### src/hw/rtl/escape_sequence_field_decoder_assert.svh
// ----------------------------------------------------------------------------
// Escape sequence field decoder assertion macros
// Shorthand for clocked checks that are disabled during reset.
// ----------------------------------------------------------------------------
`ifndef ESCAPE_SEQUENCE_FIELD_DECODER_ASSERT_SVH
`define ESCAPE_SEQUENCE_FIELD_DECODER_ASSERT_SVH

// Consequent must hold in the same cycle as the antecedent
`define ESFD_ASSERT_NOW(lbl, ante, cons, msg) \
  lbl: assert property (@(posedge clk) disable iff (!rst_n) (ante) |-> (cons)) \
    else $error(msg);

// Consequent must hold in the cycle after the antecedent
`define ESFD_ASSERT_NEXT(lbl, ante, cons, msg) \
  lbl: assert property (@(posedge clk) disable iff (!rst_n) (ante) |=> (cons)) \
    else $error(msg);

`endif

### src/hw/rtl/esfd_pkg.sv
// ----------------------------------------------------------------------------
// esfd_pkg
// Types and character codes shared by the escape sequence field decoder.
// ----------------------------------------------------------------------------
`timescale 1ns / 1ps

package esfd_pkg;

  // Most words one raw byte can produce, and the result queue depth
  localparam int MAX_RESULTS = 3;
  localparam int FIFO_DEPTH  = 4;
  localparam int CNT_W       = 2;   // holds 0..MAX_RESULTS
  localparam int PTR_W       = 2;   // indexes FIFO_DEPTH entries
  localparam int FILL_W      = 3;   // holds 0..FIFO_DEPTH

  // Character codes
  localparam logic [7:0] CH_NUL   = 8'h00;
  localparam logic [7:0] CH_LF    = 8'h0A;
  localparam logic [7:0] CH_CR    = 8'h0D;
  localparam logic [7:0] CH_ESC   = 8'h1B;
  localparam logic [7:0] CH_PCT   = 8'h25;
  localparam logic [7:0] CH_ZERO  = 8'h30;
  localparam logic [7:0] CH_SEVEN = 8'h37;
  localparam logic [7:0] CH_NINE  = 8'h39;
  localparam logic [7:0] CH_UP_A  = 8'h41;
  localparam logic [7:0] CH_UP_E  = 8'h45;
  localparam logic [7:0] CH_UP_F  = 8'h46;
  localparam logic [7:0] CH_UP_Z  = 8'h5A;
  localparam logic [7:0] CH_BSL   = 8'h5C;
  localparam logic [7:0] CH_CARET = 8'h5E;
  localparam logic [7:0] CH_LO_A  = 8'h61;
  localparam logic [7:0] CH_LO_D  = 8'h64;
  localparam logic [7:0] CH_LO_F  = 8'h66;
  localparam logic [7:0] CH_LO_N  = 8'h6E;
  localparam logic [7:0] CH_LO_O  = 8'h6F;
  localparam logic [7:0] CH_LO_R  = 8'h72;
  localparam logic [7:0] CH_LO_X  = 8'h78;
  localparam logic [7:0] CH_PIPE  = 8'h7C;

  // Offsets that turn a letter into its control code or hex digit value
  localparam logic [7:0] CTRL_OFS   = 8'h40;  // 'A' - 1
  localparam logic [7:0] HEX_LO_OFS = 8'h57;  // 'a' - 10
  localparam logic [7:0] HEX_UP_OFS = 8'h37;  // 'A' - 10

  // One result word
  typedef struct packed {
    logic [7:0] out_byte;
    logic       field_end;
  } result_t;

  // All words produced by one raw byte
  typedef struct packed {
    logic [CNT_W-1:0]                 cnt;
    result_t [MAX_RESULTS-1:0]        res;
  } step_t;

  // Result queue status
  typedef struct packed {
    logic [FILL_W-1:0] fill;
    logic              has_room;
  } fifo_stat_t;

endpackage

### src/hw/rtl/esfd_decode.sv
// ----------------------------------------------------------------------------
// esfd_decode
// Escape state registers and the single-pass decode of one raw byte.
// ----------------------------------------------------------------------------
`timescale 1ns / 1ps

module esfd_decode (
  input  logic            clk,
  input  logic            rst_n,
  input  logic            step_en,
  input  logic [7:0]      in_byte,
  input  logic            in_eob,
  output esfd_pkg::step_t step
);
  import esfd_pkg::*;

  typedef enum logic [2:0] {
    MODE_IDLE  = 3'd0,
    MODE_CARET = 3'd1,
    MODE_BSL   = 3'd2,
    MODE_PCT   = 3'd3,
    MODE_DEC   = 3'd4,
    MODE_OCT   = 3'd5,
    MODE_HEX   = 3'd6
  } mode_t;

  mode_t       mode_r, mode_nxt;
  logic [7:0]  acc_r, acc_nxt;
  logic [1:0]  dig_r, dig_nxt;

  logic        p_end;
  logic        p_emit;
  mode_t       p_mode;
  logic        dig_ok;
  logic [3:0]  dig_val;
  logic [7:0]  acc_mul;
  logic [7:0]  acc_new;
  logic [1:0]  dig_new;
  logic [1:0]  dig_lim;

  // Classify the byte as if no escape were pending
  always_comb begin
    p_end  = (in_byte == CH_NUL) || (in_byte == CH_LF) || (in_byte == CH_PIPE);
    p_mode = MODE_IDLE;
    if (in_byte == CH_CARET) begin
      p_mode = MODE_CARET;
    end else if (in_byte == CH_BSL) begin
      p_mode = MODE_BSL;
    end else if (in_byte == CH_PCT) begin
      p_mode = MODE_PCT;
    end
    p_emit = !p_end && (p_mode == MODE_IDLE);
  end

  // Digit value in the current radix
  always_comb begin
    dig_ok  = 1'b0;
    dig_val = 4'd0;
    if (mode_r == MODE_DEC) begin
      if (in_byte inside {[CH_ZERO:CH_NINE]}) begin
        dig_ok  = 1'b1;
        dig_val = in_byte[3:0];
      end
    end else if (mode_r == MODE_OCT) begin
      if (in_byte inside {[CH_ZERO:CH_SEVEN]}) begin
        dig_ok  = 1'b1;
        dig_val = in_byte[3:0];
      end
    end else begin
      if (in_byte inside {[CH_ZERO:CH_NINE]}) begin
        dig_ok  = 1'b1;
        dig_val = in_byte[3:0];
      end else if (in_byte inside {[CH_LO_A:CH_LO_F]}) begin
        dig_ok  = 1'b1;
        dig_val = 4'(in_byte - HEX_LO_OFS);
      end else if (in_byte inside {[CH_UP_A:CH_UP_F]}) begin
        dig_ok  = 1'b1;
        dig_val = 4'(in_byte - HEX_UP_OFS);
      end
    end
  end

  // Accumulate one digit, modulo 256
  always_comb begin
    case (mode_r)
      MODE_DEC: acc_mul = {acc_r[4:0], 3'b000} + {acc_r[6:0], 1'b0};
      MODE_OCT: acc_mul = {acc_r[4:0], 3'b000};
      default:  acc_mul = {acc_r[3:0], 4'b0000};
    endcase
    acc_new = acc_mul + {4'd0, dig_val};
    dig_new = dig_r + 2'd1;
    dig_lim = (mode_r == MODE_HEX) ? 2'd2 : 2'd3;
  end

  // Decode one byte into up to three words and the next escape state
  always_comb begin
    logic       ended;
    logic       do_plain;
    logic [1:0] n;
    result_t    res [MAX_RESULTS];

    ended    = 1'b0;
    do_plain = 1'b0;
    n        = 2'd0;
    mode_nxt = mode_r;
    acc_nxt  = acc_r;
    dig_nxt  = dig_r;
    for (int i = 0; i < MAX_RESULTS; i++) begin
      res[i] = '0;
    end

    case (mode_r)
      MODE_CARET: begin
        mode_nxt = MODE_IDLE;
        if (in_byte inside {[CH_UP_A:CH_UP_Z]}) begin
          res[n] = '{out_byte: in_byte - CTRL_OFS, field_end: 1'b0};
          n      = n + 2'd1;
        end else begin
          res[n]   = '{out_byte: CH_CARET, field_end: 1'b0};
          n        = n + 2'd1;
          do_plain = (in_byte != CH_CARET);
        end
      end
      MODE_BSL: begin
        mode_nxt = MODE_IDLE;
        if ((in_byte == CH_NUL) || (in_byte == CH_LF)) begin
          res[n] = '{out_byte: 8'd0, field_end: 1'b1};
          ended  = 1'b1;
        end else if (in_byte == CH_UP_E) begin
          res[n] = '{out_byte: CH_ESC, field_end: 1'b0};
        end else if (in_byte == CH_LO_N) begin
          res[n] = '{out_byte: CH_LF, field_end: 1'b0};
        end else if (in_byte == CH_LO_R) begin
          res[n] = '{out_byte: CH_CR, field_end: 1'b0};
        end else begin
          res[n] = '{out_byte: in_byte, field_end: 1'b0};
        end
        n = n + 2'd1;
      end
      MODE_PCT: begin
        mode_nxt = MODE_IDLE;
        if (in_byte == CH_LO_D) begin
          mode_nxt = MODE_DEC;
        end else if ((in_byte == CH_LO_O) || (in_byte == CH_ZERO)) begin
          mode_nxt = MODE_OCT;
        end else if (in_byte == CH_LO_X) begin
          mode_nxt = MODE_HEX;
        end else if (in_byte == CH_PCT) begin
          res[n] = '{out_byte: CH_PCT, field_end: 1'b0};
          n      = n + 2'd1;
        end else begin
          do_plain = 1'b1;
        end
      end
      MODE_DEC, MODE_OCT, MODE_HEX: begin
        if (dig_ok) begin
          acc_nxt = acc_new;
          dig_nxt = dig_new;
          if (dig_new >= dig_lim) begin
            res[n]   = '{out_byte: acc_new, field_end: 1'b0};
            n        = n + 2'd1;
            mode_nxt = MODE_IDLE;
            acc_nxt  = 8'd0;
            dig_nxt  = 2'd0;
          end
        end else begin
          res[n]   = '{out_byte: acc_r, field_end: 1'b0};
          n        = n + 2'd1;
          do_plain = 1'b1;
        end
      end
      default: begin
        do_plain = 1'b1;
      end
    endcase

    // Handle the byte with no escape pending
    if (do_plain) begin
      mode_nxt = p_mode;
      acc_nxt  = 8'd0;
      dig_nxt  = 2'd0;
      if (p_end) begin
        res[n] = '{out_byte: 8'd0, field_end: 1'b1};
        n      = n + 2'd1;
        ended  = 1'b1;
      end else if (p_emit) begin
        res[n] = '{out_byte: in_byte, field_end: 1'b0};
        n      = n + 2'd1;
      end
    end

    // End of buffer: flush a pending caret or number, then close the field
    if (in_eob && !ended) begin
      if (mode_nxt == MODE_CARET) begin
        res[n] = '{out_byte: CH_CARET, field_end: 1'b0};
        n      = n + 2'd1;
      end else if ((mode_nxt == MODE_DEC) || (mode_nxt == MODE_OCT) ||
                   (mode_nxt == MODE_HEX)) begin
        res[n] = '{out_byte: acc_nxt, field_end: 1'b0};
        n      = n + 2'd1;
      end
      res[n]   = '{out_byte: 8'd0, field_end: 1'b1};
      n        = n + 2'd1;
      mode_nxt = MODE_IDLE;
      acc_nxt  = 8'd0;
      dig_nxt  = 2'd0;
    end

    // A field end always leaves the decoder idle
    if (ended) begin
      mode_nxt = MODE_IDLE;
      acc_nxt  = 8'd0;
      dig_nxt  = 2'd0;
    end

    step.cnt = n;
    for (int i = 0; i < MAX_RESULTS; i++) begin
      step.res[i] = res[i];
    end
  end

  // Advance the escape state on each decoded byte
  always_ff @(posedge clk) begin
    if (!rst_n) begin
      mode_r <= MODE_IDLE;
      acc_r  <= 8'd0;
      dig_r  <= 2'd0;
    end else if (step_en) begin
      mode_r <= mode_nxt;
      acc_r  <= acc_nxt;
      dig_r  <= dig_nxt;
    end
  end

endmodule

### src/hw/rtl/esfd_result_fifo.sv
// ----------------------------------------------------------------------------
// esfd_result_fifo
// Small result queue: takes up to three words at once, sends one per cycle on pop.
// ----------------------------------------------------------------------------
`timescale 1ns / 1ps

module esfd_result_fifo (
  input  logic                 clk,
  input  logic                 rst_n,
  input  esfd_pkg::step_t      push,
  input  logic                 pop,
  output esfd_pkg::result_t    head,
  output logic                 head_valid,
  output esfd_pkg::fifo_stat_t stat
);
  import esfd_pkg::*;

  result_t           mem_r [FIFO_DEPTH];
  logic [PTR_W-1:0]  wr_ptr_r, wr_ptr_nxt;
  logic [PTR_W-1:0]  rd_ptr_r, rd_ptr_nxt;
  logic [FILL_W-1:0] fill_r, fill_nxt;

  // Pointer and fill count updates
  always_comb begin
    wr_ptr_nxt = wr_ptr_r + PTR_W'(push.cnt);
    rd_ptr_nxt = rd_ptr_r + PTR_W'(pop);
    fill_nxt   = fill_r + FILL_W'(push.cnt) - FILL_W'(pop);
  end

  always_ff @(posedge clk) begin
    if (!rst_n) begin
      wr_ptr_r <= '0;
      rd_ptr_r <= '0;
      fill_r   <= '0;
    end else begin
      wr_ptr_r <= wr_ptr_nxt;
      rd_ptr_r <= rd_ptr_nxt;
      fill_r   <= fill_nxt;
    end
  end

  // Write the new words at consecutive slots
  always_ff @(posedge clk) begin
    for (int i = 0; i < MAX_RESULTS; i++) begin
      if (CNT_W'(i) < push.cnt) begin
        mem_r[wr_ptr_r + PTR_W'(i)] <= push.res[i];
      end
    end
  end

  assign head          = mem_r[rd_ptr_r];
  assign head_valid    = (fill_r != '0);
  assign stat.fill     = fill_r;
  assign stat.has_room = (fill_r <= FILL_W'(FIFO_DEPTH - MAX_RESULTS));

endmodule

### src/hw/rtl/escape_sequence_field_decoder.sv
// ----------------------------------------------------------------------------
// escape_sequence_field_decoder
// Termcap-style escape decoder: raw bytes in, decoded bytes and field ends out.
// ----------------------------------------------------------------------------
// One raw byte enters per cycle while in_tready is high and is registered,
// decoded in a single pass against the escape state, and its zero to three
// result words go into a four-entry result queue that sends one word per
// cycle while out_tready is high. With out_tready high, a byte that yields
// at most one word sustains one byte per clock; a byte that yields two or
// three words (a digit run cut short, a flush at end of buffer) holds the
// input while the queue drains, so the output port's one word per cycle
// sets the rate. out_tlast high marks a field end with tdata zero.
`timescale 1ns / 1ps

module escape_sequence_field_decoder (
  input  logic       clk,
  input  logic       rst_n,
  input  logic       in_tvalid,
  output logic       in_tready,
  input  logic [7:0] in_tdata,    // [7:0] in_byte
  input  logic       in_tlast,    // end_of_buffer
  output logic       out_tvalid,
  input  logic       out_tready,
  output logic [7:0] out_tdata,   // [7:0] out_byte
  output logic       out_tlast    // field_end
);
  import esfd_pkg::*;

  logic        in_valid_r;
  logic [7:0]  in_byte_r;
  logic        in_eob_r;
  logic        consume;
  logic        pop;
  step_t       step;
  step_t       push;
  result_t     head;
  fifo_stat_t  stat;

  // Decode the held byte once the queue can take its words
  assign consume   = in_valid_r && stat.has_room;
  assign in_tready = !in_valid_r || consume;
  assign pop       = out_tvalid && out_tready;

  // Input register
  always_ff @(posedge clk) begin
    if (!rst_n) begin
      in_valid_r <= 1'b0;
    end else if (in_tready) begin
      in_valid_r <= in_tvalid;
    end
  end

  always_ff @(posedge clk) begin
    if (in_tvalid && in_tready) begin
      in_byte_r <= in_tdata;
      in_eob_r  <= in_tlast;
    end
  end

  esfd_decode u_decode (
    .clk     (clk),
    .rst_n   (rst_n),
    .step_en (consume),
    .in_byte (in_byte_r),
    .in_eob  (in_eob_r),
    .step    (step)
  );

  // Push only the words of a decoded byte
  always_comb begin
    push     = step;
    push.cnt = consume ? step.cnt : '0;
  end

  esfd_result_fifo u_fifo (
    .clk        (clk),
    .rst_n      (rst_n),
    .push       (push),
    .pop        (pop),
    .head       (head),
    .head_valid (out_tvalid),
    .stat       (stat)
  );

  assign out_tdata = head.out_byte;
  assign out_tlast = head.field_end;

  `include "escape_sequence_field_decoder_assert.svh"

  `ESFD_ASSERT_NOW(a_fill_bound, 1'b1, stat.fill <= FILL_W'(FIFO_DEPTH), "queue overfilled")
  `ESFD_ASSERT_NOW(a_end_zero, out_tvalid && out_tlast, out_tdata == 8'd0, "field end with data")
  `ESFD_ASSERT_NEXT(a_hold_byte, in_valid_r && !consume, in_valid_r, "held byte lost")
  `ESFD_ASSERT_NOW(a_push_room, consume, stat.fill + FILL_W'(step.cnt) <= FILL_W'(FIFO_DEPTH), "push overflows queue")

endmodule
### config.mk
export PLATFORM = sky130hd
export DESIGN_NAME = escape_sequence_field_decoder
export DESIGN_NICKNAME = d
export VERILOG_FILES = /design/src/hw/rtl/esfd_pkg.sv /design/src/hw/rtl/esfd_decode.sv /design/src/hw/rtl/esfd_result_fifo.sv /design/src/hw/rtl/escape_sequence_field_decoder.sv
export VERILOG_INCLUDE_DIRS = /design/src /design/src/hw/rtl
export SDC_FILE = /design/constraint.sdc
export NUM_CORES = 1
export LEC_CHECK = 0
export BUFFER_PORTS_ARGS = -buffer_cell sky130_fd_sc_hd__buf_4
export CAP_MARGIN = 20
export CORE_MARGIN = 2
export CORE_UTILIZATION = 31
export DETAILED_ROUTE_END_ITERATION = 10
export SKIP_LAST_GASP = 1
export SYNTH_ARGS = -nofsm -noshare
export SYNTH_HDL_FRONTEND = slang
export SYNTH_SLANG_ARGS = --single-unit
### constraint.sdc
create_clock -name clk -period 8.14 [get_ports clk]
set_input_delay 1.221 -clock clk [delete_from_list [all_inputs] [get_ports clk]]
set_output_delay 1.221 -clock clk [all_outputs]
set_load 0.02 [all_outputs]
==> summary.txt, run 1 <==
STA
  – Worst rel slew slack: 0.2914
  – Tightest Pin Transition: 1.061 ns
  – Pins Over Slew Limit: 0
  – Crit path time final: 6.035 ns
  – RSZ-0062 raised after global routing: no
  – Setup Skew: 0.008930 ns
  – Final setup viols: 0
  – Setup TNS: 0 ns
  – Final hold vios: 0
  – Fmax: 165.7 MHz
  – Fin crit share: 0.7414

Floorplanning
  – Die height: 140.7 um
  – I/O Pins: 24
  – Die Width: 140.7 um
  – Core area: 0.01815 mm2
  – Initial Utilization: 0.3190
  – Die area: 0.01978 mm2
  – FP Rows: 49

Clocking
  – CTS Buf Count: 9
  – H-tree Lvls: 3
  – Setup bufs post-CTS: 0
  – Max clock buf depth: 2
  – Total clock sinks: 66
  – Clock-pin slew of the registers on the worst-case setup and hold paths: 0.06 ns
  – CTS tree: built
  – Clock root buffer: clkbuf_16
  – Worst-Skew Late Latency: 0.35 ns
  – Hold_buf cts: 0
  – Post_cts resized: 0

Logic synthesis
  – Compound-gate portion of the synthesized area: 0.2235
  – Mux cell area share after synthesis: 0.1167
  – Yosys reg bits: 66
  – Xor and xnor area share after synthesis: 0.02593
  – Yosys top cell area share: 0.2334
  – Post-synthesis cell count: 646
  – Post-synth top area cell: edfxtp_1
  – Syn Nets: 692
  – Synth warnings: 0
  – Count leader, synth: nand2_1
  – Top cells by area, synth: edfxtp_1 (23%), dfxtp_1 (7.3%), ha_1 (6.5%)
  – Post-synth cell types: 82
  – Sequential cell area fraction in the yosys report: 0.3060
  – Top cells by count, synth: nand2_1 (70), nor2_1 (51), a21oi_1 (48), edfxtp_1 (45), ha_1 (30)
  – Post-Syn Area: 0.005789 mm2
  – Async set or reset register ratio after synthesis: 0
  – Adder-Cell Fraction of Synth Area: 0.07521
  – Combinational family with the most area after synthesis: compound AO/OA/AOI/OAI gates
  – Avg Cell Area, Syn: 8.962 um2
  – Count of flip-flops with a built-in enable after synthesis: 45
  – Primary FF master, synth: edfxtp_1
  – Simple-Gate Fraction of Synth Area: 0.2176

Place
  – Hpwl dp: 13190 um
  – PortBufs: 23
  – GP Congestion: 0.9152

Cells and area
  – Layout area overhead: 11.48%
  – Layout cell share with drive strength beyond 1: 0.1320
  – Fillers: 1875
  – Multi-input gate area: 0.003815 mm2
  – Post-Route Utilization: 0.3556
  – Register area: 0.001772 mm2
  – Antenna cells: 0
  – Final #Nets: 700

Global route
  – Number of global-route vias before repair: 4936
  – First-pass GRT wire length: 27870 um
  – Pin count of the biggest net entering global routing: 24
  – Tot GR Track Use: 0.1799
  – Initial antenna violation count: 0
  – Remaining global-route overflow: 0

Routing
  – Residual DRC count: 0
  – Final ANT Viol Nets: 0
  – Routed via count: 5178
  – Final WL: 17540 um
  – Initial DRT Pass Iterations: 5
  – Vias/cell: 5.831
  – Avg WL per Cell: 19.75 um
  – Iteration-0 DRC Markers: 597

Critical path
  – WP data required: 8.05 ns
  – Kind of end point of the critical path: flop
  – Slowest stage delay, CP: 0.78 ns
  – CP startpoint kind: flop
  – Worst-path maximum fanout: 21
  – Critical Path AT: 5.95 ns
  – Critical path cell sequence: nand3b_1, ha_1, nand2b_1, nand2_1, a21oi_1, a32oi_1, mux2i_1, a32oi_4, ha_1, nand2_1, a21boi_0, ha_1, a22o_2, nand4_1, o2111ai_1
  – R2R depth: 15
  – Crit Path Class: flop to flop
  – CP most frequent cell: ha_1
  – CP max stage cell: dfxtp_1

Power and ir drop
  – Pint: 0.0008295 W
  – Flop pwr share: 0.369
  – Pleak: 2.335 nW
  – Combinational share of power: 0.282
  – Switch share: 0.3196
  – Total power density per cell area: 188.9 mW/mm2
  – Peak supply drop: 101.3 uV
  – Clk network pwr share: 0.349
  – Sw Pwr: 0.0003896 W

Worst hold path
  – HP Class: flop to flop
  – WHS Path Cells: 2

Outcome
  – Outcome: finished, final reports clean

Run
  – Max-cap violations: 0
[final cells by class]
| type | instances | share of cell area |
|---|---|---|
| Multi-Input combinational cell | 532 | 0.5911 |
| Sequential cell | 66 | 0.2745 |
| Tap cell | 229 | 0.04440 |
| Clock buffer | 10 | 0.03548 |
| Timing Repair Buffer | 25 | 0.02908 |
| Clock inverter | 6 | 0.01377 |
| Inverter | 20 | 0.01163 |
[cells by family after synthesis]
family          after synthesis
fa+ha+maj                    33
compound gates              182
simple gates                248
buf+inv                      48
mux                          54
flops                        66
xor+xnor                     15
[worst max-delay path, delay by kind of cell, from the launching register on]
| family | cells | cell delay, ns |
|---|---|---|
| AO/OA/AOI/OAI | 6 | 2.45 |
| AND/OR/NAND/NOR | 5 | 1.24 |
| adder cells (fa/ha/maj) | 3 | 0.90 |
| flip-flops | 1 | 0.78 |
| multiplexers | 1 | 0.23 |
[path summary, 6_finish.rpt]
check | start | to | slack, ns
worst max-delay path | u_decode.mode_r[0]$_SDFFE_PN0P_ | u_fifo.mem_r[0][8]$_DFFE_PP_ | 2.11
worst min-delay path | u_decode.dig_r[1]$_SDFFE_PN0P_ | u_decode.dig_r[1]$_SDFFE_PN0P_ | 0.46
worst max register to register | u_decode.mode_r[0]$_SDFFE_PN0P_ | u_fifo.mem_r[0][8]$_DFFE_PP_ | 2.11
worst min register to register | u_decode.dig_r[1]$_SDFFE_PN0P_ | u_decode.dig_r[1]$_SDFFE_PN0P_ | 0.46
[cell usage in the layout, fill, tap and decap left out, types with 7 or more instances in the layout]
cell | synthesis | routed
buf_4 | 0 | 25
nor2b_1 | 14 | 14
clkbuf_16 | 0 | 9
nor3_1 | 7 | 7
ha_1 | 30 | 30
and2_1 | 15 | 15
or3_1 | 9 | 9
edfxtp_1 | 45 | 45
a21boi_0 | 15 | 15
mux2_2 | 18 | 18
nand2b_1 | 8 | 8
dfxtp_1 | 21 | 21
mux4_2 | 9 | 9
inv_1 | 20 | 20
nand3_1 | 27 | 27
o21ai_0 | 24 | 24
mux2i_1 | 27 | 27
nor2_1 | 51 | 51
a22oi_1 | 14 | 14
a21oi_1 | 48 | 48
and3_1 | 9 | 9
xor2_1 | 9 | 9
nand2_1 | 70 | 70
o21bai_1 | 8 | 8
[sequential cells by signal, summed over array words and instances, names as in the netlist]
signal	flops
u_decode.acc_r	8
u_fifo.mem_r	36
in_eob_r	1
u_decode.mode_r	3
in_byte_r	8
u_fifo.wr_ptr_r	2
u_fifo.fill_r	3
u_decode.dig_r	2
u_fifo.rd_ptr_r	2
in_valid_r	1
[metrics by stage]
stage / hold WS, ns / cells / setup WS (ns) / area [um2] / power (W)
5_1_grt: 0.5071 / 888 / 1.682 / 6454 / 0.001278
4_1_cts: 0.4727 / 887 / 2.184 / 6446 / 0.001225
3_3_place_gp: 0.4536 / 871 / 2.322 / 6128 / 0.0007961
3_5_place_dp: 0.4650 / 871 / 2.225 / 6128 / 0.0007997
2_1_floorplan: 0.4410 / 646 / 3.040 / 5789 / 0.0006899
6_report: 0.4644 / 888 / 2.105 / 6454 / 0.001219
[power groups by stage]
stage	Combinational, W	Clock [W]	Sequential [W]
floorplan	0.000264	0	0.000426
global placement	0.000339	0	0.000457
detailed placement	0.000341	0	0.000459
CTS	0.000343	0.000430	0.000452
global route	0.000374	0.000446	0.000458
finish	0.000344	0.000426	0.000450
[metal layers]
| metal | global-route usage | share of wire | vias up |
|---|---|---|---|
| met4 | 0.06789 | 0.025 | 0 |
| li1 | - | - | 2443 |
| met5 | 0 | 0 | - |
| met1 | 0.2405 | 0.44 | 2492 |
| met3 | 0.03601 | 0.068 | 37 |
| met2 | 0.2881 | 0.46 | 206 |
(Power assumes the default switching activity.)
==> inputs of run 2 (changes only) <==
==> constraint.sdc (replaced) <==
create_clock -name clk -period 5.8 [get_ports clk]
set_input_delay 0.87 -clock clk [delete_from_list [all_inputs] [get_ports clk]]
set_output_delay 0.87 -clock clk [all_outputs]
set_load 0.02 [all_outputs]
==> run 2 against run 1 <==
Net effect: sequential share of layout area is 0.58 points lower; fmax grew 12%; cell count up 2.3%; first-iteration DRC count fell by 13%; global-route usage is 0.37 points lower; flip-flop and latch count did not move; clock power up 27%; worst hold slack better by 0.0013 ns; combinational power is 44% higher; clock-buffer cell count down 1; clock skew up 0.0023 ns; worst setup slack got worse by 1.7 ns.
==> summary.txt, run 2 (synthesis gave the netlist of run 1 again) <==
Global route
  – Number of global-route vias before repair: 4907
  – Initial antenna violation count: 0
  – First-pass GRT wire length: 27510 um
  – Remaining global-route overflow: 0
  – Pin count of the biggest net entering global routing: 22
  – Tot GR Track Use: 0.1761

STA
  – Fin crit share: 0.9281
  – Fmax: 185.8 MHz
  – Pins Over Slew Limit: 0
  – Final setup viols: 0
  – Setup TNS: 0 ns
  – Setup Skew: 0.01123 ns
  – Tightest Pin Transition: 0.8571 ns
  – RSZ-0062 raised after global routing: no
  – Final hold vios: 0
  – Worst rel slew slack: 0.4264
  – Crit path time final: 5.383 ns

Power and ir drop
  – Combinational share of power: 0.299
  – Pleak: 2.426 nW
  – Sw Pwr: 0.0005415 W
  – Clk network pwr share: 0.325
  – Flop pwr share: 0.376
  – Peak supply drop: 142.4 uV
  – Pint: 0.001122 W
  – Total power density per cell area: 252.4 mW/mm2
  – Switch share: 0.3255
  – Final Power: 0.001664 W

Cells and area
  – Fillers: 1867
  – Antenna cells: 0
  – Layout area overhead: 13.88%
  – Top reg by flops: u_fifo.mem_r
  – Max reg flops: 36
  – Final #Nets: 721
  – Most frequent cells in the layout: nand2_1 (70), nor2_1 (51), a21oi_1 (48)
  – Most common cell after layout, fill and taps aside: nand2_1
  – Largest registers: u_fifo.mem_r (36), in_byte_r (8), u_decode.acc_r (8)
  – Layout cell share with drive strength beyond 1: 0.1576
  – Post-Route Utilization: 0.3633

Place
  – PortBufs: 23
  – Hpwl dp: 13080 um
  – GP Congestion: 0.9498

Routing
  – Final WL: 17240 um
  – Final ANT Viol Nets: 0
  – Initial DRT Pass Iterations: 5
  – Routed via count: 5196
  – Vias/cell: 5.722
  – Avg WL per Cell: 18.99 um
  – Iteration-0 DRC Markers: 521
  – Residual DRC count: 0

Clocking
  – Hold_buf cts: 0
  – CTS tree: built
  – Max clock buf depth: 2
  – Total clock sinks: 66
  – Clock root buffer: clkbuf_16
  – H-tree Lvls: 3
  – Worst-Skew Late Latency: 0.35 ns
  – Clock-pin slew of the registers on the worst-case setup and hold paths: 0.06 ns
  – CTS Buf Count: 9

Critical path
  – Slowest stage delay, CP: 0.49 ns
  – Worst-path maximum fanout: 8
  – Critical Path AT: 5.63 ns
  – Crit Path Class: flop to flop
  – Kind of end point of the critical path: flop
  – CP startpoint kind: flop
  – R2R depth: 20
  – Worst R2R Start: in_byte_r[7]$_DFFE_PP_
  – Flop-to-flop setup slack: 0.42 ns
  – R2R Path End: u_fifo.fill_r[2]$_SDFF_PN0_
  – WP data required: 6.04 ns
  – CP most frequent cell: ha_1
  – CP max stage cell: edfxtp_1
  – Critical path cell sequence: inv_1, ha_1, nor4b_1, o211ai_1, and2_1, a22oi_1, nand2_1, ha_1, a32oi_4, ha_1, nand2_1, a21boi_1, ha_1, a22o_2, nand2_1, ha_1, fa_1, xor2_1, xnor2_1, and2_1

Worst hold path
  – WHS Path Cells: 2
  – Hold Path Origin: u_decode.dig_r[1]$_SDFFE_PN0P_
  – HP Class: flop to flop
  – Hold Path End: u_decode.dig_r[1]$_SDFFE_PN0P_

Outcome
  – Outcome: finished, final reports clean

Run
  – Max-cap violations: 0

Floorplanning
  – FP Rows: 49
  – Die Width: 140.7 um
  – I/O Pins: 24
  – Core area: 0.01815 mm2
  – Die area: 0.01978 mm2
  – Initial Utilization: 0.3190
  – Die height: 140.7 um
-- run 2: worst max path at each step --
stage,startpoint,endpoint,cells past startpoint
2_1_floorplan,in_byte_r[7]$_DFFE_PP_,u_fifo.fill_r[2]$_SDFF_PN0_,20
3_3_place_gp,in_byte_r[0]$_DFFE_PP_,u_fifo.fill_r[2]$_SDFF_PN0_,21
3_5_place_dp,in_byte_r[0]$_DFFE_PP_,u_fifo.fill_r[2]$_SDFF_PN0_,21
4_1_cts,in_byte_r[0]$_DFFE_PP_,u_fifo.fill_r[2]$_SDFF_PN0_,21
5_1_grt,in_byte_r[7]$_DFFE_PP_,u_fifo.fill_r[2]$_SDFF_PN0_,20
6_report,in_byte_r[7]$_DFFE_PP_,u_fifo.fill_r[2]$_SDFF_PN0_,20
-- run 2: area by class of cell --
class / count / area [um2] / area share
Clock buffer: 9 / 225.2 / 0.03416
Clock inverter: 6 / 58.81 / 0.008920
Inverter: 20 / 75.07 / 0.01139
Multi-Input combinational cell: 532 / 3830 / 0.5809
Sequential cell: 66 / 1772 / 0.2687
Tap cell: 229 / 286.5 / 0.04346
Timing Repair Buffer: 46 / 345.3 / 0.05238
-- run 2: per-layer routing --
layer,GRT usage,share of wire,vias up
met4,0.06316,0.024,0
met5,0,0,-
li1,-,-,2482
met2,0.2750,0.45,190
met1,0.2431,0.46,2494
met3,0.03499,0.065,30
-- run 2: through the flow --
step                      area (um2)  setup slack [ns]  hold slack, ns  std cells
after floorplan                 5789            0.7003          0.4410        646
after global placement          6271            0.3921          0.4538        890
after detailed placement        6271            0.1859          0.4623        890
after CTS                       6555            0.1591          0.4685        905
after global routing            6593           0.02293          0.4897        908
final                           6593            0.4168          0.4658        908
-- run 2: worst max-delay path: cells and delay by family, from the launching register on --
family,cells,cell delay [ns]
buffers and inverters,1,0.19
flip-flops,1,0.49
AO/OA/AOI/OAI,5,1.35
XOR/XNOR,2,0.28
adder cells (fa/ha/maj),6,1.98
AND/OR/NAND/NOR,6,0.98
-- run 2: timing repair --
item / in CTS / in global routing
endpoints found under the setup margin: 0 / 4
gates resized for setup: 0 / 4
buffers inserted: 0 / 2
-- run 2: power groups by stage --
stage	logic [W]	registers, W	clock network [W]
3_5_place_dp	0.000494	0.000638	0
5_1_grt	0.000548	0.000635	0.000567
2_1_floorplan	0.000370	0.000598	0
6_report	0.000497	0.000625	0.000541
3_3_place_gp	0.000489	0.000636	0
4_1_cts	0.000496	0.000628	0.000545
